`config.mk`:
```
export PLATFORM = sky130hd
export DESIGN_NAME = char_class_tokenizer_top
export DESIGN_NICKNAME = d
export VERILOG_FILES = /design/src/rtl/cct_pkg.sv /design/src/rtl/cct_front.sv /design/src/rtl/cct_queue.sv /design/src/rtl/cct_back.sv /design/src/rtl/char_class_tokenizer_top.sv
export SDC_FILE = /design/constraint.sdc
export NUM_CORES = 1
export LEC_CHECK = 0
export ABC_CLOCK_PERIOD_IN_PS = 4200
export BUFFER_PORTS_ARGS = -buffer_cell sky130_fd_sc_hd__buf_4
export CAP_MARGIN = 10
export CORE_ASPECT_RATIO = 1.75
export CORE_UTILIZATION = 40
export CTS_CLUSTER_SIZE = 30
export DETAILED_ROUTE_END_ITERATION = 10
export GPL_ROUTABILITY_DRIVEN = 0
export HOLD_SLACK_MARGIN = 0.02
export PLACE_DENSITY = 0.62
export SETUP_SLACK_MARGIN = 0.02
export SYNTH_ARGS = -nofsm -noshare
export SYNTH_HDL_FRONTEND = slang
export SYNTH_HIERARCHICAL = 1
export SYNTH_SLANG_ARGS = --single-unit
```
`constraint.sdc`:
```
create_clock -name clk_i -period 4.2 [get_ports clk_i]
set_input_delay 0.42 -clock clk_i [delete_from_list [all_inputs] [get_ports clk_i]]
set_output_delay 0.42 -clock clk_i [all_outputs]
set_load 0.005 [all_outputs]
```
`src/rtl/cct_pkg.sv`:
```
// ----------------------------------------------------------------------------
// cct_pkg: shared types and constants of the character class tokenizer
// Holds the beat structs of both channels, the queue entry, the token kind
// codes and the byte classification functions.
// ----------------------------------------------------------------------------
package cct_pkg;

  // Token kind codes.
  localparam logic [4:0] KIND_IDENT  = 5'd0;
  localparam logic [4:0] KIND_NUMBER = 5'd1;
  localparam logic [4:0] KIND_EOF    = 5'd22;

  // Whitespace bytes.
  localparam logic [7:0] CH_SPACE = 8'd32;
  localparam logic [7:0] CH_TAB   = 8'd9;
  localparam logic [7:0] CH_LF    = 8'd10;
  localparam logic [7:0] CH_VT    = 8'd11;
  localparam logic [7:0] CH_CR    = 8'd13;
  localparam logic [7:0] CH_FF    = 8'd12;

  // Run state of the front part.
  typedef enum logic [2:0] {
    MODE_OUTSIDE = 3'b001,
    MODE_IDENT   = 3'b010,
    MODE_NUMBER  = 3'b100
  } run_mode_e;

  typedef struct packed {
    logic [7:0] char_byte;
    logic       end_of_text;
  } cct_in_t;

  typedef struct packed {
    logic [4:0] token_kind;
    logic [7:0] out_char;
    logic       out_char_valid;
    logic       token_start;
    logic       token_end;
    logic       last;
  } cct_out_t;

  // One classified input byte: an optional run-closing beat followed by an
  // optional character or end-of-file beat.
  typedef struct packed {
    logic       close_en;
    logic [4:0] close_kind;
    logic       main_en;
    logic [4:0] main_kind;
    logic [7:0] main_char;
    logic       main_char_valid;
    logic       main_start;
    logic       main_end;
  } cct_cmd_t;

  function automatic logic is_letter(input logic [7:0] c);
    return (c >= 8'h41 && c <= 8'h5A) || (c >= 8'h61 && c <= 8'h7A);
  endfunction

  function automatic logic is_digit(input logic [7:0] c);
    return c >= 8'h30 && c <= 8'h39;
  endfunction

  function automatic logic is_space(input logic [7:0] c);
    return c == CH_SPACE || c == CH_TAB || c == CH_LF || c == CH_VT ||
           c == CH_CR || c == CH_FF;
  endfunction

  // Punctuation kinds follow the order = + * - ; : ( ) { } [ ] < > ! . ' \ / %.
  // Any other byte is a one-character identifier.
  function automatic logic [4:0] punct_kind(input logic [7:0] c);
    logic [4:0] k;
    unique case (c)
      8'h3D:   k = 5'd2;
      8'h2B:   k = 5'd3;
      8'h2A:   k = 5'd4;
      8'h2D:   k = 5'd5;
      8'h3B:   k = 5'd6;
      8'h3A:   k = 5'd7;
      8'h28:   k = 5'd8;
      8'h29:   k = 5'd9;
      8'h7B:   k = 5'd10;
      8'h7D:   k = 5'd11;
      8'h5B:   k = 5'd12;
      8'h5D:   k = 5'd13;
      8'h3C:   k = 5'd14;
      8'h3E:   k = 5'd15;
      8'h21:   k = 5'd16;
      8'h2E:   k = 5'd17;
      8'h27:   k = 5'd18;
      8'h5C:   k = 5'd19;
      8'h2F:   k = 5'd20;
      8'h25:   k = 5'd21;
      default: k = KIND_IDENT;
    endcase
    return k;
  endfunction

endpackage

```
`src/rtl/cct_front.sv`:
```
// ----------------------------------------------------------------------------
// cct_front: input acceptance and byte classification
// Tracks the run; queues each accepted byte except whitespace outside a run.
// ----------------------------------------------------------------------------
module cct_front (
  input  logic            clk_i,
  input  logic            rst_ni,
  input  logic            in_valid_i,
  output logic            in_stall_o,
  input  cct_pkg::cct_in_t in_data_i,
  input  logic            q_full_i,
  output logic            q_push_o,
  output cct_pkg::cct_cmd_t q_cmd_o
);
  import cct_pkg::*;

  run_mode_e mode_q, mode_d;
  logic      accept;
  logic      eot;
  logic [7:0] c;
  logic      letter, digit, space;
  logic      stays;

  assign in_stall_o = q_full_i;
  assign accept     = in_valid_i && !q_full_i;
  assign eot        = in_data_i.end_of_text;
  assign c          = in_data_i.char_byte;
  assign letter     = is_letter(c);
  assign digit      = is_digit(c);
  assign space      = is_space(c);

  always_comb begin
    q_cmd_o = '0;
    mode_d  = mode_q;
    stays   = 1'b0;

    unique case (mode_q)
      MODE_IDENT: begin
        if (!eot && letter) begin
          stays = 1'b1;
        end else begin
          q_cmd_o.close_en   = 1'b1;
          q_cmd_o.close_kind = KIND_IDENT;
        end
      end
      MODE_NUMBER: begin
        if (!eot && (letter || digit)) begin
          stays = 1'b1;
        end else begin
          q_cmd_o.close_en   = 1'b1;
          q_cmd_o.close_kind = KIND_NUMBER;
        end
      end
      default: ;
    endcase

    if (stays) begin
      q_cmd_o.main_en         = 1'b1;
      q_cmd_o.main_kind       = (mode_q == MODE_NUMBER) ? KIND_NUMBER : KIND_IDENT;
      q_cmd_o.main_char       = c;
      q_cmd_o.main_char_valid = 1'b1;
    end else begin
      mode_d = MODE_OUTSIDE;
      priority if (eot) begin
        q_cmd_o.main_en    = 1'b1;
        q_cmd_o.main_kind  = KIND_EOF;
        q_cmd_o.main_start = 1'b1;
        q_cmd_o.main_end   = 1'b1;
      end else if (space) begin
        q_cmd_o.main_en = 1'b0;
      end else if (letter) begin
        mode_d                  = MODE_IDENT;
        q_cmd_o.main_en         = 1'b1;
        q_cmd_o.main_kind       = KIND_IDENT;
        q_cmd_o.main_char       = c;
        q_cmd_o.main_char_valid = 1'b1;
        q_cmd_o.main_start      = 1'b1;
      end else if (digit) begin
        mode_d                  = MODE_NUMBER;
        q_cmd_o.main_en         = 1'b1;
        q_cmd_o.main_kind       = KIND_NUMBER;
        q_cmd_o.main_char       = c;
        q_cmd_o.main_char_valid = 1'b1;
        q_cmd_o.main_start      = 1'b1;
      end else begin
        q_cmd_o.main_en         = 1'b1;
        q_cmd_o.main_kind       = punct_kind(c);
        q_cmd_o.main_char       = c;
        q_cmd_o.main_char_valid = 1'b1;
        q_cmd_o.main_start      = 1'b1;
        q_cmd_o.main_end        = 1'b1;
      end
    end
  end

  // Whitespace outside a run leaves nothing to do downstream.
  assign q_push_o = accept && (q_cmd_o.close_en || q_cmd_o.main_en);

  always_ff @(posedge clk_i or negedge rst_ni) begin
    if (!rst_ni) begin
      mode_q <= MODE_OUTSIDE;
    end else if (accept) begin
      mode_q <= mode_d;
    end
  end

endmodule

```
`src/rtl/cct_queue.sv`:
```
// ----------------------------------------------------------------------------
// cct_queue: short command queue between front and back parts
// Register-based circular buffer with a fill count.
// ----------------------------------------------------------------------------
module cct_queue #(
  parameter int unsigned DEPTH = 4
) (
  input  logic              clk_i,
  input  logic              rst_ni,
  input  logic              push_i,
  input  cct_pkg::cct_cmd_t push_cmd_i,
  input  logic              pop_i,
  output cct_pkg::cct_cmd_t head_cmd_o,
  output logic              full_o,
  output logic              empty_o
);
  import cct_pkg::*;

  localparam int unsigned PW = (DEPTH > 1) ? $clog2(DEPTH) : 1;
  localparam int unsigned CW = $clog2(DEPTH + 1);

  cct_cmd_t        mem_q [DEPTH];
  logic [PW-1:0]   wr_ptr_q, rd_ptr_q;
  logic [CW-1:0]   count_q;

  assign full_o     = (count_q == CW'(DEPTH));
  assign empty_o    = (count_q == '0);
  assign head_cmd_o = mem_q[rd_ptr_q];

  function automatic logic [PW-1:0] ptr_inc(input logic [PW-1:0] p);
    return (p == PW'(DEPTH - 1)) ? '0 : p + 1'b1;
  endfunction

  always_ff @(posedge clk_i) begin
    if (push_i) begin
      mem_q[wr_ptr_q] <= push_cmd_i;
    end
  end

  always_ff @(posedge clk_i or negedge rst_ni) begin
    if (!rst_ni) begin
      wr_ptr_q <= '0;
      rd_ptr_q <= '0;
      count_q  <= '0;
    end else begin
      if (push_i) begin
        wr_ptr_q <= ptr_inc(wr_ptr_q);
      end
      if (pop_i) begin
        rd_ptr_q <= ptr_inc(rd_ptr_q);
      end
      if (push_i && !pop_i) begin
        count_q <= count_q + 1'b1;
      end else if (pop_i && !push_i) begin
        count_q <= count_q - 1'b1;
      end
    end
  end

  a_no_overflow: assert property (@(posedge clk_i) disable iff (!rst_ni)
    push_i |-> !full_o) else $error("queue written while full");

  a_no_underflow: assert property (@(posedge clk_i) disable iff (!rst_ni)
    pop_i |-> !empty_o) else $error("queue read while empty");

  a_count_bound: assert property (@(posedge clk_i) disable iff (!rst_ni)
    count_q <= CW'(DEPTH)) else $error("queue fill count out of range");

endmodule

```
`src/rtl/cct_back.sv`:
```
// ----------------------------------------------------------------------------
// cct_back: result sequencing and output register
// Expands each queue entry into one or two output beats.
// ----------------------------------------------------------------------------
module cct_back (
  input  logic              clk_i,
  input  logic              rst_ni,
  input  cct_pkg::cct_cmd_t head_cmd_i,
  input  logic              empty_i,
  output logic              pop_o,
  output logic              out_valid_o,
  input  logic              out_stall_i,
  output cct_pkg::cct_out_t out_data_o
);
  import cct_pkg::*;

  logic     out_valid_q, out_valid_d;
  cct_out_t out_data_q, out_data_d;
  logic     close_done_q, close_done_d;
  logic     load;

  // The output register takes a new beat when it is empty or being drained.
  assign load = !out_valid_q || !out_stall_i;

  always_comb begin
    out_valid_d  = out_valid_q;
    out_data_d   = out_data_q;
    close_done_d = close_done_q;
    pop_o        = 1'b0;
    if (load) begin
      out_valid_d = !empty_i;
      if (!empty_i) begin
        if (head_cmd_i.close_en && !close_done_q) begin
          out_data_d.token_kind     = head_cmd_i.close_kind;
          out_data_d.out_char       = '0;
          out_data_d.out_char_valid = 1'b0;
          out_data_d.token_start    = 1'b0;
          out_data_d.token_end      = 1'b1;
          out_data_d.last           = !head_cmd_i.main_en;
          close_done_d              = head_cmd_i.main_en;
          pop_o                     = !head_cmd_i.main_en;
        end else begin
          out_data_d.token_kind     = head_cmd_i.main_kind;
          out_data_d.out_char       = head_cmd_i.main_char;
          out_data_d.out_char_valid = head_cmd_i.main_char_valid;
          out_data_d.token_start    = head_cmd_i.main_start;
          out_data_d.token_end      = head_cmd_i.main_end;
          out_data_d.last           = 1'b1;
          close_done_d              = 1'b0;
          pop_o                     = 1'b1;
        end
      end
    end
  end

  always_ff @(posedge clk_i or negedge rst_ni) begin
    if (!rst_ni) begin
      out_valid_q  <= 1'b0;
      close_done_q <= 1'b0;
    end else begin
      out_valid_q  <= out_valid_d;
      close_done_q <= close_done_d;
    end
  end

  always_ff @(posedge clk_i) begin
    out_data_q <= out_data_d;
  end

  assign out_valid_o = out_valid_q;
  assign out_data_o  = out_data_q;

  // A half-done entry stays at the head of the queue until its second beat.
  a_split_holds_head: assert property (@(posedge clk_i) disable iff (!rst_ni)
    close_done_q |-> !empty_i && head_cmd_i.close_en && head_cmd_i.main_en)
    else $error("split entry lost from queue head");

  // A beat that is not the last of its byte can only be a run-closing beat.
  a_first_is_close: assert property (@(posedge clk_i) disable iff (!rst_ni)
    (out_valid_q && !out_data_q.last) |->
      (out_data_q.token_end && !out_data_q.out_char_valid))
    else $error("non-final beat is not a run close");

endmodule

```
`src/rtl/char_class_tokenizer_top.sv`:
```
// ----------------------------------------------------------------------------
// char_class_tokenizer_top: byte-serial lexical tokenizer
// Classifies source text bytes into identifier, number, punctuation and
// end-of-file tokens, emitted as a stream of annotated character beats.
// ----------------------------------------------------------------------------
// Usage: the input channel (in_valid_i, in_stall_o, in_data_i) carries one
// source byte per beat, or an end-of-text mark. The output channel
// (out_valid_o, out_stall_i, out_data_o) carries annotated character beats
// with token start and end marks; the beat flagged last is the final one
// caused by its input byte.
// Each input byte yields zero, one or two output beats. Whitespace outside a
// run yields none; a byte that ends a run first yields a character-less
// closing beat. The front part accepts one byte per cycle while the command
// queue has room; the back part drains one output beat per cycle while the
// receiver does not stall, so a byte that closes a run and starts a new token
// occupies the output for two beats. With the queue empty, the first beat of a
// byte goes from the queue entry written at acceptance into the output
// register, from which it can be taken.
// Reset returns the tokenizer to the outside-of-run state and empties the
// queue and output register. When the receiver stalls, the output beat
// holds, the queue fills, and after QUEUE_DEPTH entries in_stall_o rises.
// ----------------------------------------------------------------------------
module char_class_tokenizer_top #(
  parameter int unsigned QUEUE_DEPTH = 4
) (
  input  logic              clk_i,
  input  logic              rst_ni,
  input  logic              in_valid_i,
  output logic              in_stall_o,
  input  cct_pkg::cct_in_t  in_data_i,
  output logic              out_valid_o,
  input  logic              out_stall_i,
  output cct_pkg::cct_out_t out_data_o
);
  import cct_pkg::*;

  // Queue traffic between front and back parts.
  logic     q_push, q_pop, q_full, q_empty;
  cct_cmd_t q_push_cmd, q_head_cmd;

  // Front part: takes bytes, tracks the current run, builds queue entries.
  cct_front u_front (
    .clk_i      (clk_i),
    .rst_ni     (rst_ni),
    .in_valid_i (in_valid_i),
    .in_stall_o (in_stall_o),
    .in_data_i  (in_data_i),
    .q_full_i   (q_full),
    .q_push_o   (q_push),
    .q_cmd_o    (q_push_cmd)
  );

  // Queue: decouples input acceptance from output back-pressure.
  cct_queue #(
    .DEPTH (QUEUE_DEPTH)
  ) u_queue (
    .clk_i      (clk_i),
    .rst_ni     (rst_ni),
    .push_i     (q_push),
    .push_cmd_i (q_push_cmd),
    .pop_i      (q_pop),
    .head_cmd_o (q_head_cmd),
    .full_o     (q_full),
    .empty_o    (q_empty)
  );

  // Back part: expands each entry into its output beats.
  cct_back u_back (
    .clk_i       (clk_i),
    .rst_ni      (rst_ni),
    .head_cmd_i  (q_head_cmd),
    .empty_i     (q_empty),
    .pop_o       (q_pop),
    .out_valid_o (out_valid_o),
    .out_stall_i (out_stall_i),
    .out_data_o  (out_data_o)
  );

endmodule

```
# ---- Word level (Yosys, flattened, before mapping)
# Memory sizes are Yosys's and may differ from the RTL's.
# Cells that the tools add are included.
dict set report totals {
  mem_count 1
  ramBits 92
  regBits 29
  input_bits 13
}
# memory words word_bits read_ports rd_clocked_by_memory_dff wr line_no
set mem_list {}
lappend mem_list {u_queue.mem_q 4 23 1 0 1 cct_queue.sv:22} ;# cct_cmd_t mem_q [DEPTH];
dict set report op_classes {
  eq_ne 31
  n_lt_le_gt_ge 6
  reduce_logical 32
  addsub 4
  n_mux 34
  bitwise 2
}
# cell n
set op_table {}
lappend op_table {{$eq A8 B6 Y1 const B} 16}
lappend op_table {{$pmux W5 S20} 1}
lappend op_table {{$eq A8 B4 Y1 const B} 5}
lappend op_table {{$eq A8 B7 Y1 const B} 5}
lappend op_table {{$mux W16} 2}
lappend op_table {{$mux W15} 2}
lappend op_table {{$mux W3} 6}
lappend op_table {{$mux W6} 3}
lappend op_table {{$mux W17} 1}
lappend op_table {{$ge A8 B7 Y1 const B} 2}
lappend op_table {{$le A8 B7 Y1 const B} 2}
lappend op_table {{$mux W1} 12}
lappend op_table {{$pmux W6 S2} 1}
lappend op_table {{$logic_and A1 B1 Y1} 10}
lappend op_table {{$logic_not A1 Y1} 9}
lappend op_table {{$logic_or A1 B1 Y1} 9}
lappend op_table {{$mux W9} 1}
lappend op_table {{$ge A8 B6 Y1 const B} 1}
lappend op_table {{$le A8 B6 Y1 const B} 1}
lappend op_table {{$mux W2} 4}
lappend op_table {{$eq A3 B3 Y1 const B} 2}
lappend op_table {{$add A2 B1 Y2 const B} 2}
lappend op_table {{$eq A2 B2 Y1 const B} 2}
lappend op_table {{$reduce_and A2 Y1} 2}
lappend op_table {{7 further kinds} 8}

# ---- Longest topological paths before layout
dict set report depth {
  word_depth 15
  depth_mapped 13
  depth_no_buf 11
}

# ---- Cells and area by module
# Netlist, hierarchy kept.
# module cells_per_inst instances area_per_inst_um2
set by_module_without_submodules {}
lappend by_module_without_submodules {cct_queue 158 1 3778.6}
lappend by_module_without_submodules {cct_front 120 1 879.6}
lappend by_module_without_submodules {cct_back 45 1 783.3}

# ---- Worst setup path after synthesis
# Ideal clock, no wire load.
dict set report synth_timing {
  path_type {flip-flop to flip-flop}
  startpoint {reg u_queue.count_q[0]}
  endpoint {reg u_queue.count_q[1]}
  n_path_buf 0
  arrival_time_ps 2685
  setup_slack_ps 1390
  stages_incl_launch_ff 9
  period_less_slack_ps 2810
  cell_sequence {dfrtp_1 > nor3_1 > a21oi_1 > and2_1 > inv_1 > ha_1 > inv_1 > fa_1 > mux2_2}
}
dict set report synth_via {
  elab_cells_between_ends 16
}
# element line_no
set synth_rtl {}
lappend synth_rtl {{start, declared} cct_queue.sv:24} ;# logic [CW-1:0] count_q;
lappend synth_rtl {{start signal, assigned} cct_queue.sv:53} ;# count_q <= count_q + 1'b1;
lappend synth_rtl {{start signal, assigned} cct_queue.sv:55} ;# count_q <= count_q - 1'b1;
lappend synth_rtl {{$logic_not A3 Y1 (*)} cct_queue.sv:27} ;# assign empty_o = (count_q == '0);
lappend synth_rtl {{net q_empty} char_class_tokenizer_top.sv:38} ;# logic q_push, q_pop, q_full, q_empty;
lappend synth_rtl {{$mux W1 (*)} cct_back.sv:32} ;# if (!empty_i) begin
lappend synth_rtl {{$mux W1 (*)} cct_back.sv:30} ;# if (load) begin
lappend synth_rtl {{net q_pop} char_class_tokenizer_top.sv:38}
lappend synth_rtl {{$logic_not A1 Y1} cct_queue.sv:52} ;# if (push_i && !pop_i) begin
lappend synth_rtl {{$logic_and A1 B1 Y1} cct_queue.sv:52}
lappend synth_rtl {{$mux W3 / $reduce_bool A2 Y1 (equally long branches)} -}
# Mark *: on every way through the listed nets, which the timed path passes. The rest lies on a longest branch. The select of a mux whose other input is x is not followed.
# A chain may end at the register's enable or synchronous reset.

==> impl_metrics.ini <==
[sta]
setup_tns_ns = 0
clock.fmax_ghz = 0.3561
tightest_slew_ns = 1.084
final-setup-viol-count = 0
hold_viol_final = 0
fin_crit_ns = 2.808
holdWs_ns = 0.2216
rsz0062_at_grt = no
relSlewSlack = 0.2771
min_period_over_period = 0.6686
slew_violations = 0
finClkSkew_ns = 0.009156

[min_path]
hp-class = in -> reg

[finish]
antennaDiodeCount = 0
final_nets = 381
regArea_mm2 = 0.003575
final_core_util = 0.4800
syn_to_final_growth_pct = 17.43
n_fill_cell = 1185
drive_gt1_frac = 0.2861
multiInputGateArea_mm2 = 0.001647

[drt]
drc = 0
drtAntennaViolNets = 0
wl_per_cell_um = 17.43
drt-vias-per-instance = 5.126
drt_wl_total_mm = 9.550
num_vias = 2809
drt_first_pass_iters = 4
drtIter0Drc = 125

[global_route]
grt_usage = 0.1485
grt.overflow.total = 0
grt_start_max_net_pins = 26
antenna_found_initial = 0
grt_first_pass_wirelength_mm = 15.46
grt_pass1_vias = 2998

[logic_synthesis]
synth_top_flop_cell = edfxtp_1
yosys-top-cells-area = edfxtp_1 60%, mux4_2 7.4%, dfrtp_1 5.1%
syn_area_mm2 = 0.005441
ys_ff_latch = 121
synth_edf_count = 109
synth_warnings = 6
async_reset_ff_frac = 0.09917
ys_seq_area_frac = 0.6569
ys_types = 63
synth_top_cells_by_count = 109 x edfxtp_1, 22 x and2_1, 18 x mux4_2
yosys.area.top_type = edfxtp_1
post-synth-top-count-cell = edfxtp_1
syn_inst = 323
netlist.area_leader.share = 0.6015
syn_area_per_cell_um2 = 16.85

[pwr]
clkPwrFrac = 0.334
p_leak_nw = 2.266
p_per_area_mw_per_mm2 = 693.2
irDropWorstVdd_v = 0.0002859
power_frac_seq = 0.404
swShare = 0.2581
internal_power_mw = 3.286
combPwrFrac = 0.262
switching_power_mw = 1.143

[clocking]
cts_buffers = 17
cts_resized = 0
cts_max_path_buffers = 2
cts_tree = yes
root_buffer = clkbuf_16
htreeDepth = 4
clkTransAtPathRegs_ns = 0.06
cts.sinks = 121
clkLatencyLatePin_ns = 0.41
post_cts.repair.setup_buffers = 0

[floorplanning]
fp.dieW_um = 90.17
rows = 56
die_area_mm2 = 0.01409
initial_core_util = 0.4087
chipHeight_um = 156.3
core_area_mm2 = 0.01331
io_pins = 32

[placed_design]
portBuffers = 31
post-dp-hpwl_mm = 6.193

[setup_path]
criticalPathCategory = reg -> reg
critPathCaptureType = flop
required_ns = 4.49
cp.arrival_ns = 3.10
path_max_fanout = 11
critPathLaunchType = flop

[run_status]
outcome = completed

[job]
maxCapViolCount = 0
## power groups by stage
| stage | combinational [mW] | sequential [mW] | clock [mW] |
|---|---|---|---|
| finish | 1.16 | 1.79 | 1.48 |
| global route | 1.27 | 1.83 | 1.55 |
| global placement | 1.17 | 1.80 | 0 |
| CTS | 1.19 | 1.80 | 1.50 |
| detailed placement | 1.18 | 1.82 | 0 |
| floorplan | 0.879 | 1.81 | 0 |
## path summary, 6_finish.rpt
| path | start | depth (start not counted) | end | slack [ns] |
|---|---|---|---|---|
| min in group asynchronous | rst_ni | 2 | u_back/out_valid_o$_DFFE_PN0P_ | 0.39 |
| hold / removal | out_stall_i | 3 | u_back/out_valid_o$_DFFE_PN0P_ | 0.22 |
| setup reg to reg | u_queue/rd_ptr_q[0]$_DFFE_PN0P_ | 10 | u_queue/count_q[1]$_DFFE_PN0P_ | 1.39 |
| max in group asynchronous | rst_ni | 2 | u_front/mode_q[0]$_DFFE_PN1P_ | 3.57 |
| setup / recovery | u_queue/rd_ptr_q[0]$_DFFE_PN0P_ | 10 | u_queue/count_q[1]$_DFFE_PN0P_ | 1.39 |
| hold reg to reg | u_front/mode_q[0]$_DFFE_PN1P_ | 2 | u_front/mode_q[0]$_DFFE_PN1P_ | 0.49 |
## sequential cells by signal (all words and copies together), names as in the netlist
signal / count
u_back/close_done_q: 1
u_back/out_data_o: 17
u_back/out_valid_o: 1
u_front/mode_q: 3
u_queue/count_q: 3
u_queue/mem_q: 92
u_queue/rd_ptr_q: 2
u_queue/wr_ptr_q: 2
## layout make-up
type,count,area share
clock buffers,19,0.06775
clock inverters,13,0.02780
inverters,12,0.007049
multi-input cells,170,0.2577
flip-flops and latches,121,0.5594
well taps,174,0.03407
repair buffers,39,0.04621
## critical path, cell delays in order, from the launching register on
cell     delay [ns]
dfrtp_1        0.34
buf_4          0.25
mux4_1         0.65
and3b_1        0.21
inv_1          0.07
and2_1         0.18
inv_1          0.07
ha_1           0.20
inv_1          0.07
fa_1           0.40
mux2_2         0.26
## routing by layer
metal | global-route usage | vias to the layer above | routed length, um
met4 | 0.07220 | 0 | 118
met2 | 0.2846 | 59 | 5457
met3 | 0.03450 | 7 | 249
li1 | - | 1321 | -
met5 | 0 | - | 0
met1 | 0.1488 | 1422 | 3724
## layout by cell type (no fill, tap or decap), drive strengths merged, types with 5 or more instances in the layout
cell type  synthesis  final
edfxtp           109    109
buf               22     38
mux4              23     23
and2              22     22
clkbuf             1     19
inv               12     12
dfrtp             11     11
nand2             10     10
mux2              10     10
o21ai              9      9
nor3               8      8
nor2b              7      7
nand2b             7      7
a21oi              7      7
clkinv             0      7
ha                 6      6
nor2               6      6
nand3b             5      5
## kinds of logic (layout without fill, tap and decap cells)
family                     Yosys count  count (layout)  share of synthesized area
buffers and inverters               35              83                    0.04323
adders and majority gates            7               7                    0.01748
DFF                                121             121                     0.6569
other                                1               4                  0.0006892
muxes                               33              33                     0.1228
AOI/OAI and AO/OA                   34              34                    0.04668
and+or+nand+nor                     85              85                     0.1009
xor gates and xnor gates             7               7                    0.01127
## stage by stage
| step | power (mW) | setup slack (ns) | area (um^2) | instances |
|---|---|---|---|---|
| 2_1_floorplan | 2.688 | 1.390 | 5453 | 326 |
| 3_3_place_gp | 2.973 | 1.120 | 5769 | 515 |
| 3_5_place_dp | 3.000 | 1.083 | 5769 | 515 |
| 4_1_cts | 4.489 | 1.360 | 6390 | 548 |
| 5_1_grt | 4.653 | 1.229 | 6390 | 548 |
| 6_report | 4.430 | 1.392 | 6390 | 548 |
## what timing repair did
| item | 4_1_cts | 5_1_grt |
|---|---|---|
| setup endpoints to repair | 0 | 0 |
| hold endpoints to repair | 11 | 0 |
| hold buffers | 1 | 0 |
No activity file was read; power rests on OpenSTA's default activity.
